## src/rtl/lisp_token_lexer_defines.svh

```systemverilog
// ----------------------------------------------------------------------------
// lisp_token_lexer_defines
// Assertion macros used by the lexer RTL (the token queue).
// ----------------------------------------------------------------------------
`ifndef LISP_TOKEN_LEXER_DEFINES_SVH
`define LISP_TOKEN_LEXER_DEFINES_SVH

// Checks that an antecedent implies a consequent in the same cycle.
`define LTL_ASSERT_IMPLY(label, clk, rst_n, ante, cons, msg) \
    label: assert property (@(posedge clk) disable iff (!rst_n) (ante) |-> (cons)) \
        else $error(msg);

// Checks that an antecedent implies a consequent in the next cycle.
`define LTL_ASSERT_NEXT(label, clk, rst_n, ante, cons, msg) \
    label: assert property (@(posedge clk) disable iff (!rst_n) (ante) |=> (cons)) \
        else $error(msg);

`endif

```

## src/rtl/ltl_pkg.sv

```systemverilog
// ----------------------------------------------------------------------------
// ltl_pkg
// Types, codes and character class helpers for the token lexer.
// ----------------------------------------------------------------------------
package ltl_pkg;

    localparam int unsigned PositionBitsDefault = 16;
    localparam int unsigned FieldBits = 16;
    localparam int unsigned QueueDepth = 4;

    typedef enum logic [1:0] {
        MODE_IDLE,
        MODE_COMMENT,
        MODE_WORD,
        MODE_STRING
    } t_mode;

    typedef enum logic [3:0] {
        FS_START,
        FS_SIGN,
        FS_INT,
        FS_DOT,
        FS_FRAC,
        FS_E,
        FS_ESIGN,
        FS_EXP,
        FS_DEAD
    } t_fstate;

    localparam logic [4:0] KIND_NUMBER = 5'd6;
    localparam logic [4:0] KIND_BOOL   = 5'd7;
    localparam logic [4:0] KIND_CHAR   = 5'd8;
    localparam logic [4:0] KIND_STRING = 5'd9;
    localparam logic [4:0] KIND_DEFINE = 5'd10;
    localparam logic [4:0] KIND_LET    = 5'd11;
    localparam logic [4:0] KIND_COND   = 5'd12;
    localparam logic [4:0] KIND_IF     = 5'd13;
    localparam logic [4:0] KIND_BEGIN  = 5'd14;
    localparam logic [4:0] KIND_IDENT  = 5'd15;
    localparam logic [4:0] KIND_ERROR  = 5'd16;

    localparam logic [7:0] CH_NL    = 8'h0A;
    localparam logic [7:0] CH_TILDE = 8'h7E;
    localparam logic [7:0] CH_QUOTE = 8'h22;
    localparam logic [7:0] CH_BSL   = 8'h5C;

    // One token as it travels from the scanner to the output side.
    typedef struct packed {
        logic [4:0]           kind;
        logic [FieldBits-1:0] row;
        logic [FieldBits-1:0] col;
        logic [FieldBits-1:0] len;
        logic                 last;
    } t_token;

    function automatic logic is_blank(input logic [7:0] c);
        return (c == 8'd32) || (c >= 8'd9 && c <= 8'd13);
    endfunction

    function automatic logic is_dig(input logic [7:0] c);
        return c >= "0" && c <= "9";
    endfunction

    function automatic logic is_low(input logic [7:0] c);
        return c >= "a" && c <= "z";
    endfunction

    function automatic logic is_hex(input logic [7:0] c);
        return is_dig(c) || (c >= "a" && c <= "f") || (c >= "A" && c <= "F");
    endfunction

    function automatic logic is_sign(input logic [7:0] c);
        return c == "+" || c == "-";
    endfunction

    function automatic logic is_e(input logic [7:0] c);
        return c == "e" || c == "E";
    endfunction

    function automatic logic is_bracket(input logic [7:0] c);
        return c == "(" || c == ")" || c == "[" || c == "]" || c == "{" || c == "}";
    endfunction

    function automatic logic [4:0] bracket_kind(input logic [7:0] c);
        logic [4:0] k;
        unique case (c)
            "(":     k = 5'd0;
            ")":     k = 5'd1;
            "[":     k = 5'd2;
            "]":     k = 5'd3;
            "{":     k = 5'd4;
            default: k = 5'd5;
        endcase
        return k;
    endfunction

    function automatic t_fstate float_next(input t_fstate s, input logic [7:0] c);
        t_fstate n;
        n = FS_DEAD;
        unique case (s)
            FS_START: begin
                if (is_sign(c)) n = FS_SIGN;
                else if (is_dig(c)) n = FS_INT;
                else if (c == ".") n = FS_DOT;
            end
            FS_SIGN, FS_INT: begin
                if (is_dig(c)) n = FS_INT;
                else if (c == ".") n = FS_DOT;
                else if (is_e(c)) n = FS_E;
            end
            FS_DOT: if (is_dig(c)) n = FS_FRAC;
            FS_FRAC: begin
                if (is_dig(c)) n = FS_FRAC;
                else if (is_e(c)) n = FS_E;
            end
            FS_E: begin
                if (is_sign(c)) n = FS_ESIGN;
                else if (is_dig(c)) n = FS_EXP;
            end
            FS_ESIGN, FS_EXP: if (is_dig(c)) n = FS_EXP;
            default: n = FS_DEAD;
        endcase
        return n;
    endfunction

endpackage

```

## src/rtl/lisp_token_lexer.sv

```systemverilog
// ----------------------------------------------------------------------------
// lisp_token_lexer
// Streaming Lisp lexer: source bytes in, classified tokens out.
// ----------------------------------------------------------------------------
// Channel  Handshake             Payload
// input    i_valid / o_ready     i_char_byte, i_end_of_input
// output   o_valid / i_ready     o_token_kind, o_start_row, o_start_column,
//                                o_token_length, o_last_of_run
// One byte is taken each cycle while the token queue has two free slots.
// The scanner updates all recognizers in the cycle a byte is accepted;
// tokens are written into the token queue and leave it one per cycle while i_ready is high.
// A byte ending a word at a bracket yields two tokens; the output drains one
// a cycle while i_ready is high, so input waits whenever two slots are not free.
// Reset is synchronous and clears mode, positions and the queue.
// ----------------------------------------------------------------------------
module lisp_token_lexer #(
    parameter int unsigned POSITION_BITS = ltl_pkg::PositionBitsDefault
) (
    input  logic        i_clk,
    input  logic        i_rst_n,
    input  logic        i_valid,
    output logic        o_ready,
    input  logic [7:0]  i_char_byte,
    input  logic        i_end_of_input,
    output logic        o_valid,
    input  logic        i_ready,
    output logic [4:0]  o_token_kind,
    output logic [15:0] o_start_row,
    output logic [15:0] o_start_column,
    output logic [15:0] o_token_length,
    output logic        o_last_of_run
);
    import ltl_pkg::*;

    logic       step, room2;
    logic [1:0] count, push;
    t_token     tok0, tok1, head;

    assign o_ready = room2;
    assign step    = i_valid && room2;
    assign push    = step ? count : 2'd0;

    ltl_scanner #(.POSITION_BITS(POSITION_BITS)) u_scan (
        .i_clk, .i_rst_n, .i_step(step), .i_char_byte, .i_end_of_input,
        .o_count(count), .o_tok0(tok0), .o_tok1(tok1)
    );

    ltl_queue u_queue (
        .i_clk, .i_rst_n, .i_push_count(push), .i_tok0(tok0), .i_tok1(tok1),
        .o_room2(room2), .o_valid(o_valid), .o_tok(head), .i_pop(i_ready)
    );

    assign o_token_kind   = head.kind;
    assign o_start_row    = head.row;
    assign o_start_column = head.col;
    assign o_token_length = head.len;
    assign o_last_of_run  = head.last;

endmodule

```

## src/rtl/ltl_scanner.sv

```systemverilog
// ----------------------------------------------------------------------------
// ltl_scanner
// Front end: tracks position and scan mode, runs the recognizers and
// produces up to two finished tokens per source byte.
// ----------------------------------------------------------------------------
module ltl_scanner #(
    parameter int unsigned POSITION_BITS = ltl_pkg::PositionBitsDefault
) (
    input  logic            i_clk,
    input  logic            i_rst_n,
    input  logic            i_step,
    input  logic [7:0]      i_char_byte,
    input  logic            i_end_of_input,
    output logic [1:0]      o_count,
    output ltl_pkg::t_token o_tok0,
    output ltl_pkg::t_token o_tok1
);
    import ltl_pkg::*;

    localparam logic [POSITION_BITS-1:0] PosMax = '1;
    localparam logic [POSITION_BITS-1:0] PosOne = POSITION_BITS'(1);

    t_mode                  r_mode, n_mode;
    logic [POSITION_BITS-1:0] r_line, n_line;
    logic [POSITION_BITS-1:0] r_col, n_col;
    logic [POSITION_BITS-1:0] r_srow, n_srow;
    logic [POSITION_BITS-1:0] r_scol, n_scol;
    logic [POSITION_BITS-1:0] r_cnt, n_cnt;
    logic [7:0]             r_lead [6];
    logic [7:0]             n_lead [6];
    t_fstate                r_fs, n_fs;
    logic                   r_hex, n_hex, r_bin, n_bin, r_idt, n_idt;
    logic                   r_sok, n_sok, r_esc, n_esc, r_eq, n_eq;

    logic [7:0] c;
    logic [4:0] word_kind;

    assign c = i_char_byte;

    function automatic logic [FieldBits-1:0] clamp(input logic [POSITION_BITS-1:0] v);
        logic [FieldBits-1:0] r;
        if (POSITION_BITS > FieldBits) begin
            r = (v > POSITION_BITS'({FieldBits{1'b1}})) ? '1 : FieldBits'(v);
        end else begin
            r = FieldBits'(v);
        end
        return r;
    endfunction

    function automatic logic [POSITION_BITS-1:0] sat_inc(input logic [POSITION_BITS-1:0] v);
        return (v == PosMax) ? v : v + PosOne;
    endfunction

    function automatic logic cnt_is(input logic [POSITION_BITS-1:0] v, input int unsigned k);
        return v == POSITION_BITS'(k);
    endfunction

    // Kind of the word held in the registers, by fixed priority.
    always_comb begin
        logic px;
        logic l3, l4, l5, l6, l2;
        px = (r_cnt >= POSITION_BITS'(3)) && (r_lead[0] == "0");
        l2 = cnt_is(r_cnt, 2);
        l3 = cnt_is(r_cnt, 3);
        l4 = cnt_is(r_cnt, 4);
        l5 = cnt_is(r_cnt, 5);
        l6 = cnt_is(r_cnt, 6);
        priority if (r_fs == FS_INT || r_fs == FS_FRAC || r_fs == FS_EXP) begin
            word_kind = KIND_NUMBER;
        end else if (px && r_lead[1] == "x" && r_hex) begin
            word_kind = KIND_NUMBER;
        end else if (px && r_lead[1] == "b" && r_bin) begin
            word_kind = KIND_NUMBER;
        end else if ((l4 && r_lead[0] == "t" && r_lead[1] == "r" && r_lead[2] == "u"
                && r_lead[3] == "e") || (l5 && r_lead[0] == "f" && r_lead[1] == "a"
                && r_lead[2] == "l" && r_lead[3] == "s" && r_lead[4] == "e")) begin
            word_kind = KIND_BOOL;
        end else if (r_cnt >= POSITION_BITS'(3) && r_lead[0] == "'" && r_lead[1] >= 8'd32
                && r_lead[1] <= 8'd126 && r_lead[2] == "'") begin
            word_kind = KIND_CHAR;
        end else if (l6 && r_lead[0] == "d" && r_lead[1] == "e" && r_lead[2] == "f"
                && r_lead[3] == "i" && r_lead[4] == "n" && r_lead[5] == "e") begin
            word_kind = KIND_DEFINE;
        end else if (l3 && r_lead[0] == "l" && r_lead[1] == "e" && r_lead[2] == "t") begin
            word_kind = KIND_LET;
        end else if (l4 && r_lead[0] == "c" && r_lead[1] == "o" && r_lead[2] == "n"
                && r_lead[3] == "d") begin
            word_kind = KIND_COND;
        end else if (l2 && r_lead[0] == "i" && r_lead[1] == "f") begin
            word_kind = KIND_IF;
        end else if (l5 && r_lead[0] == "b" && r_lead[1] == "e" && r_lead[2] == "g"
                && r_lead[3] == "i" && r_lead[4] == "n") begin
            word_kind = KIND_BEGIN;
        end else if (is_sign(r_lead[0]) || r_lead[0] == ".") begin
            word_kind = cnt_is(r_cnt, 1) ? KIND_IDENT : KIND_ERROR;
        end else if ((is_low(r_lead[0]) || r_lead[0] == "!" || r_lead[0] == "*"
                || r_lead[0] == "/" || r_lead[0] == ":" || r_lead[0] == "<"
                || r_lead[0] == "=" || r_lead[0] == ">" || r_lead[0] == "?") && r_idt) begin
            word_kind = KIND_IDENT;
        end else begin
            word_kind = KIND_ERROR;
        end
    end

    always_comb begin
        t_token tk_word, tk_now;
        logic   start_word, start_str, go_idle_byte;
        logic [POSITION_BITS-1:0] cnt_base;
        n_mode = r_mode;
        n_line = r_line;
        n_col  = r_col;
        n_srow = r_srow;
        n_scol = r_scol;
        n_cnt  = r_cnt;
        n_lead = r_lead;
        n_fs   = r_fs;
        n_hex  = r_hex;
        n_bin  = r_bin;
        n_idt  = r_idt;
        n_sok  = r_sok;
        n_esc  = r_esc;
        n_eq   = r_eq;
        o_count = 2'd0;
        start_word = 1'b0;
        start_str  = 1'b0;
        go_idle_byte = 1'b0;
        cnt_base = PosOne;

        tk_word.kind = word_kind;
        tk_word.row  = clamp(r_srow);
        tk_word.col  = clamp(r_scol);
        tk_word.len  = clamp(r_cnt);
        tk_word.last = 1'b1;
        tk_now = tk_word;
        o_tok0 = tk_word;
        o_tok1 = tk_word;

        if (i_end_of_input) begin
            if (r_mode == MODE_WORD) begin
                o_count = 2'd1;
            end else if (r_mode == MODE_STRING) begin
                o_tok0.kind = (cnt_is(r_cnt, 1) || (!r_esc && r_eq && r_sok))
                              ? KIND_STRING : KIND_ERROR;
                o_count = 2'd1;
            end
            n_mode = MODE_IDLE;
            n_line = PosOne;
            n_col  = '0;
            n_srow = PosOne;
            n_scol = '0;
            n_cnt  = '0;
            for (int i = 0; i < 6; i++) n_lead[i] = 8'd0;
            n_fs  = FS_START;
            n_hex = 1'b1;
            n_bin = 1'b1;
            n_idt = 1'b1;
            n_sok = 1'b1;
            n_esc = 1'b0;
            n_eq  = 1'b0;
        end else begin
            if (c == CH_NL) begin
                n_line = sat_inc(r_line);
                n_col  = '0;
            end else begin
                n_col = sat_inc(r_col);
            end
            unique case (r_mode)
                MODE_COMMENT: if (c == CH_NL) n_mode = MODE_IDLE;
                MODE_STRING: begin
                    n_cnt = sat_inc(r_cnt);
                    if (r_esc) begin
                        if (c != CH_QUOTE && c != CH_BSL && c != "n" && c != "r" && c != "t")
                            n_sok = 1'b0;
                        n_esc = 1'b0;
                        n_eq  = (c == CH_QUOTE);
                    end else if (c == CH_QUOTE) begin
                        o_tok0.kind = r_sok ? KIND_STRING : KIND_ERROR;
                        o_tok0.len  = clamp(n_cnt);
                        o_count = 2'd1;
                        n_mode = MODE_IDLE;
                    end else if (c == CH_BSL) begin
                        n_esc = 1'b1;
                        n_eq  = 1'b0;
                    end else begin
                        if (c < 8'd32 || c > 8'd126) n_sok = 1'b0;
                        n_eq = 1'b0;
                    end
                end
                MODE_WORD: begin
                    if (is_blank(c)) begin
                        o_count = 2'd1;
                        n_mode = MODE_IDLE;
                    end else if (is_bracket(c)) begin
                        tk_now.kind = bracket_kind(c);
                        tk_now.row  = clamp(n_line);
                        tk_now.col  = clamp(n_col);
                        tk_now.len  = FieldBits'(1);
                        o_tok0.last = 1'b0;
                        o_tok1 = tk_now;
                        o_count = 2'd2;
                        n_mode = MODE_IDLE;
                    end else begin
                        go_idle_byte = 1'b0;
                        n_fs = float_next(r_fs, c);
                        if (r_cnt >= POSITION_BITS'(2)) begin
                            if (!is_hex(c)) n_hex = 1'b0;
                            if (c != "0" && c != "1") n_bin = 1'b0;
                        end
                        if (!(is_low(c) || is_dig(c) || c == "." || is_sign(c)))
                            n_idt = 1'b0;
                        for (int i = 0; i < 6; i++)
                            if (r_cnt == POSITION_BITS'(i)) n_lead[i] = c;
                        n_cnt = sat_inc(r_cnt);
                    end
                end
                default: go_idle_byte = 1'b1;
            endcase
            if (go_idle_byte && !is_blank(c)) begin
                if (c == CH_TILDE) begin
                    n_mode = MODE_COMMENT;
                end else if (is_bracket(c)) begin
                    o_tok0.kind = bracket_kind(c);
                    o_tok0.row  = clamp(n_line);
                    o_tok0.col  = clamp(n_col);
                    o_tok0.len  = FieldBits'(1);
                    o_count = 2'd1;
                end else if (c == CH_QUOTE) begin
                    start_str = 1'b1;
                end else begin
                    start_word = 1'b1;
                end
            end
            if (start_str || start_word) begin
                n_srow = n_line;
                n_scol = n_col;
                for (int i = 0; i < 6; i++) n_lead[i] = 8'd0;
                n_hex = 1'b1;
                n_bin = 1'b1;
                n_sok = 1'b1;
                n_esc = 1'b0;
                n_eq  = 1'b0;
                n_idt = 1'b1;
                n_fs  = FS_START;
                n_cnt = cnt_base;
                if (start_str) begin
                    n_mode = MODE_STRING;
                end else begin
                    n_mode = MODE_WORD;
                    n_fs = float_next(FS_START, c);
                    n_lead[0] = c;
                end
            end
        end
    end

    always_ff @(posedge i_clk) begin
        if (!i_rst_n) begin
            r_mode <= MODE_IDLE;
            r_line <= PosOne;
            r_col  <= '0;
            r_srow <= PosOne;
            r_scol <= '0;
            r_cnt  <= '0;
            for (int i = 0; i < 6; i++) r_lead[i] <= 8'd0;
            r_fs  <= FS_START;
            r_hex <= 1'b1;
            r_bin <= 1'b1;
            r_idt <= 1'b1;
            r_sok <= 1'b1;
            r_esc <= 1'b0;
            r_eq  <= 1'b0;
        end else if (i_step) begin
            r_mode <= n_mode;
            r_line <= n_line;
            r_col  <= n_col;
            r_srow <= n_srow;
            r_scol <= n_scol;
            r_cnt  <= n_cnt;
            r_lead <= n_lead;
            r_fs  <= n_fs;
            r_hex <= n_hex;
            r_bin <= n_bin;
            r_idt <= n_idt;
            r_sok <= n_sok;
            r_esc <= n_esc;
            r_eq  <= n_eq;
        end
    end

endmodule

```

## src/rtl/ltl_queue.sv

```systemverilog
// ----------------------------------------------------------------------------
// ltl_queue
// Token queue between scanner and output; takes up to two tokens a cycle
// and hands out one.
// ----------------------------------------------------------------------------
`include "lisp_token_lexer_defines.svh"

module ltl_queue (
    input  logic            i_clk,
    input  logic            i_rst_n,
    input  logic [1:0]      i_push_count,
    input  ltl_pkg::t_token i_tok0,
    input  ltl_pkg::t_token i_tok1,
    output logic            o_room2,
    output logic            o_valid,
    output ltl_pkg::t_token o_tok,
    input  logic            i_pop
);
    import ltl_pkg::*;

    localparam int unsigned PtrBits = $clog2(QueueDepth);

    t_token               r_mem [QueueDepth];
    logic [PtrBits-1:0]   r_wr, n_wr, r_rd, n_rd;
    logic [PtrBits:0]     r_fill, n_fill;
    logic                 pop_ok;

    assign pop_ok  = i_pop && (r_fill != '0);
    assign o_valid = (r_fill != '0);
    assign o_tok   = r_mem[r_rd];
    // A free pair of slots is kept so a word plus bracket always fits.
    assign o_room2 = (r_fill <= (PtrBits+1)'(QueueDepth - 2));

    always_comb begin
        n_wr   = r_wr + PtrBits'(i_push_count);
        n_rd   = r_rd + PtrBits'(pop_ok);
        n_fill = r_fill + (PtrBits+1)'(i_push_count) - (PtrBits+1)'(pop_ok);
    end

    always_ff @(posedge i_clk) begin
        if (i_push_count != 2'd0) r_mem[r_wr] <= i_tok0;
        if (i_push_count == 2'd2) r_mem[r_wr + PtrBits'(1)] <= i_tok1;
    end

    always_ff @(posedge i_clk) begin
        if (!i_rst_n) begin
            r_wr   <= '0;
            r_rd   <= '0;
            r_fill <= '0;
        end else begin
            r_wr   <= n_wr;
            r_rd   <= n_rd;
            r_fill <= n_fill;
        end
    end

    `LTL_ASSERT_IMPLY(a_no_overflow, i_clk, i_rst_n, i_push_count == 2'd2,
        r_fill <= (PtrBits+1)'(QueueDepth - 2), "token queue overflow")
    `LTL_ASSERT_IMPLY(a_push_range, i_clk, i_rst_n, 1'b1,
        i_push_count != 2'd3, "invalid push count")
    `LTL_ASSERT_NEXT(a_fill_track, i_clk, i_rst_n,
        i_push_count == 2'd0 && pop_ok, r_fill == $past(r_fill) - 1'b1, "fill count slip")

endmodule

```

## config.mk

```make
export PLATFORM = sky130hd
export DESIGN_NAME = lisp_token_lexer
export DESIGN_NICKNAME = d
export VERILOG_FILES = /design/src/rtl/ltl_pkg.sv /design/src/rtl/lisp_token_lexer.sv /design/src/rtl/ltl_scanner.sv /design/src/rtl/ltl_queue.sv
export VERILOG_INCLUDE_DIRS = /design/src /design/src/rtl
export SDC_FILE = /design/constraint.sdc
export NUM_CORES = 1
export LEC_CHECK = 0
export ABC_AREA = 1
export BUFFER_PORTS_ARGS = -buffer_cell sky130_fd_sc_hd__buf_2
export CAP_MARGIN = 5
export CORE_UTILIZATION = 45
export DETAILED_ROUTE_END_ITERATION = 10
export HOLD_SLACK_MARGIN = 0.03
export PLACE_DENSITY_LB_ADDON = 0.2
export SLEW_MARGIN = 30
export SYNTH_ARGS = -nofsm -noshare
export SYNTH_HDL_FRONTEND = slang
export SYNTH_SLANG_ARGS = --single-unit
```

## constraint.sdc

```tcl
create_clock -name i_clk -period 4.6 [get_ports i_clk]
set_input_delay 0.69 -clock i_clk [delete_from_list [all_inputs] [get_ports i_clk]]
set_output_delay 0.69 -clock i_clk [all_outputs]
set_load 0.01 [all_outputs]
```

# Word level (Yosys, flattened, before mapping)
# Memories as Yosys holds them, arrays and structs flattened. A register that Yosys moved wholly into a read port is not among the register bits.
# Cells that the tools add are included.
dict set report totals {
  reg_bits 147
  mem_bits_rw 216
  output_inout_bits 56
  memories 1
}
dict set report classes {
  addsub 8
  magnitude_cmp 18
  n_eq_ne 93
  mux 160
  reduce_logical 121
}
# name words width rd rd_ports_with_merged_regs wr line_no
set memory_table {}
lappend memory_table {u_queue.r_mem 4 54 1 1 2 ltl_queue.sv:23} ;# t_token r_mem [QueueDepth];
# operator n
set ops {}
lappend ops {{2-to-1 mux 16 bit} 18}
lappend ops {{== test 8 x 7 -> 1 bit (second input constant)} 35}
lappend ops {{2-to-1 mux 48 bit} 5}
lappend ops {{2-to-1 mux 54 bit} 4}
lappend ops {{== test 8 x 6 -> 1 bit (second input constant)} 21}
lappend ops {{2-to-1 mux 53 bit} 3}
lappend ops {{2-to-1 mux 5 bit} 21}
lappend ops {{2-to-1 mux 4 bit} 16}
lappend ops {{2-to-1 mux 1 bit} 61}
lappend ops {{2-to-1 mux 8 bit} 7}
lappend ops {{logical AND 1 bit} 55}
lappend ops {{2-to-1 mux 49 bit} 1}
lappend ops {{adder 16 x 1 -> 16 bit (second input constant)} 3}
lappend ops {{== test 16 bit (second input constant)} 3}
lappend ops {{== test 16 x 3 -> 1 bit (second input constant)} 3}
lappend ops {{less-or-equal comparator 8 x 7 -> 1 bit (second input constant)} 5}
lappend ops {{2-to-1 mux 2 bit} 19}
lappend ops {{AND reduction 5 bit} 7}
lappend ops {{nonzero test 3 bit} 11}
lappend ops {{== test 16 x 2 -> 1 bit (second input constant)} 2}
lappend ops {{greater-or-equal comparator 16 x 2 -> 1 bit (second input constant)} 2}
lappend ops {{!= test 8 x 7 -> 1 bit (second input constant)} 4}
lappend ops {{one-hot mux 16 bit (2 select lines)} 1}
lappend ops {{logical OR 1 bit} 29}
lappend ops {{other kinds (39)} 64}

# Logic depth before layout (Yosys ltp)
dict set report depth {
  word_depth 30
  depth_mapped 20
}

# Modules after synthesis
# From an unflattened synthesis, not the netlist that was laid out.
dict set report unflattened {
  hier_cells 2772
  hier_area_um2 20489.7
}
# mod n_inst cells_per_inst area_per_inst_um2 seq_area_each_um2
set modules_own_cells {}
lappend modules_own_cells {ltl_queue 1 1116 10765.3 6626.4}
lappend modules_own_cells {ltl_scanner 1 1650 9701.8 2802.7}
lappend modules_own_cells {lisp_token_lexer 1 6 22.5 0.0}

# Worst setup path before layout
# No wires, ideal clock.
dict set report synth_path {
  path_type {input-to-reg}
  start {input port i_char_byte[6]}
  end {memory u_queue.r_mem[1][10] (netlist bit), enable pin}
  setup_ns 0.412
  arrival_ns 3.486
  path_slack_ns 0.702
  stages 13
  n_path_buf 2
  cell_sequence {nor2_2 nand3_2 nor3_2 a21oi_4 nor3_2 inv_2 buf_2 nor2_2 inv_2 nor2_4 inv_1 buf_2 nand2_1}
}
# item line_no
set synth_rtl {}
lappend synth_rtl {{from (decl)} lisp_token_lexer.sv:23} ;# input logic [7:0] i_char_byte,
lappend synth_rtl {{to (decl)} ltl_queue.sv:23}

==> reports/metrics.yaml <==
worstHoldStart: "u_scan.r_lead[12]"
cp_max_fo: 76
fin_setup_tns_ns: 0
leakage_nw: 8.20
dpl_worst_slack_ns: 0.732
synthTopCellsByCount: "nand2_1 (558), nor2_1 (366), o21ai_0 (276), edfxtp_1 (212), inv_1 (202)"
root_buffer: "clkbuf_16"
vias_per_cell: 5.73
cp.arrival_ns: 2.82
rsz0062_at_grt: "no"
die-width_um: 210
powerDensity_nw_per_um2: 458
area_growth_syn_to_layout_pct: 10.5
fin_nets: 2555
status: "finished clean"
yosysMostFrequentCell: "nand2_1"
grt_use_total: 0.272
drive_gt1_frac: 0.0910
fin_crit_ns: 3.51
place_congestion: 0.927
nFillCells: 4070
cts_hold_buf: 0
r2r_slack_ns: 1.44
worstSetupStartpointType: "register"
synthFlopType: "edfxtp_1"
synth-edff-count: 212
antenna_found_initial: 0
final.setup_skew_ns: 0.0204
cts_tree: "done"
max_freq_mhz: 285
synth_area_leader_cell: "edfxtp_1"
start_util: 0.459
fin_ws_ns: 1.09
wire_per_inst_um: 19.5
syn_inst: 2514
criticalPathCategory: "register to primary output"
synth_top_area_share: 0.328
clk_latency_ns: 0.56
grt_pass1_wl_mm: 93.3
cp-startpoint: "u_queue.r_rd[0]"
synth_area_leaders: "edfxtp_1 (33%), dfxtp_1 (16%), nand2_1 (11%)"
ys_seq_elements: 363
core_area_um2: 42200
firstDrtPassIters: 6
yosysWarnings: 0
peakVddDrop_mv: 0.230
postCtsSetupRepairBufs: 0
synth_fp_nets: 2539
cp-end-kind: "primary output"
cts_max_level: 2
clk_path_buf_depth: 3
ys_async_sr_fraction: 0
finalCritPeriodShare: 0.762
post-dp-hpwl_mm: 40.5
port_buffers: 68
cap_violations: 0
routed_wl_mm: 60.3
grt_pass1_vias: 16400
netlist_area_um2: 19400
clock-sinks: 363
max_slew_margin: 0.363
drtIter0Drc: 1740
cts_buffers: 40
hold_path_class: "register to register"
die_h_um: 210
syn_area_per_cell_um2: 7.71
n_antenna_cell: 0
ys_seq_area_frac: 0.484
drc: 0
tightest_slew_ns: 0.955
rows: 75
utilization: 0.507
num_vias: 17700
synth_cell_types: 54
hold_viol: 0
grt_overflow_total: 0
post_cts_resized: 0
reg2reg_from: "u_scan.r_mode[1]"
grt_max_degree: 77
die_area_um2: 43900
setup_viol: 0
required_ns: 3.91
drtAntennaViolNets: 0
io_pins: 69
clk_pin_slew_ns: 0.06
final_max_slew_viol_count: 0
hold_slack_ns: 0.456
## layout by cell type, fill, tap and decap left out, types with 20 or more instances in the layout
| cell | instances |
|---|---|
| inv_2 | 20 |
| o21ai_0 | 276 |
| a21oi_1 | 152 |
| nor2_1 | 365 |
| buf_2 | 68 |
| nor3_1 | 42 |
| inv_1 | 202 |
| buf_4 | 30 |
| o21ai_1 | 23 |
| dfxtp_1 | 150 |
| o22ai_1 | 110 |
| clkbuf_16 | 42 |
| nand2_1 | 554 |
| nand3_1 | 87 |
| edfxtp_1 | 212 |
| nand4_1 | 30 |
| xor2_1 | 20 |
## logic make-up after synthesis
kind of cell | Yosys count | share of synthesized area
buf+inv | 351 | 0.0741
compound gates | 619 | 0.176
xor+xnor | 25 | 0.0113
flops | 363 | 0.484
simple gates | 1143 | 0.246
fa+ha+maj | 12 | 0.00813
mux | 1 | 0.000516
## critical path, cell delays in order (launching register included)
cell     delay (ns)
dfxtp_4        0.79
inv_2          0.46
buf_12         0.33
o21ai_0        0.26
o22ai_1        0.16
buf_2          0.17
## layer usage
layer / routed length [um] / up-vias / global-route usage
met2: 26800 / 695 / 0.427
li1: - / 8551 / -
met3: 4900 / 81 / 0.0525
met4: 1210 / 0 / 0.0715
met5: 0 / - / 0
met1: 27400 / 8417 / 0.385
## area by class of cell
class / instances / area, um^2 / share of cell area
multi-input combinational: 1800 / 8590 / 0.401
clock buffer: 54 / 1130 / 0.0526
clock inverter: 18 / 168 / 0.00783
inverter: 224 / 846 / 0.0395
sequential: 363 / 9390 / 0.438
tap: 539 / 674 / 0.0315
timing repair buffer: 101 / 626 / 0.0292
## registers in the layout (all words and copies together) (netlist names), 3 cells and up
register and count:
u_queue.r_mem 216, u_scan.r_lead 48, u_scan.r_cnt 16, u_scan.r_col 16
u_scan.r_line 16, u_scan.r_scol 16, u_scan.r_srow 16, u_scan.r_fs 4
u_queue.r_fill 3
## stage by stage
stage	power, W	cell area (um^2)	instances
global route	0.0103	21400	3099
finish	0.00981	21400	3099
detailed placement	0.00663	20100	3027
CTS	0.00983	21400	3099
global placement	0.00658	20100	3027
floorplan	0.00565	19400	2514
## worst paths after layout
check / endpoint / cells past startpoint
setup / recovery: o_last_of_run / 5
hold / removal: u_scan.r_lead[12] / 2
setup reg to reg: u_queue.r_mem[3][47] / 11
hold reg to reg: u_scan.r_lead[12] / 2
## report_power, final
part	internal, W	switching [W]
sequential	0.00366	0.000253
combinational	0.000803	0.00187
clock	0.00189	0.00133
(Power assumes the default switching activity.)
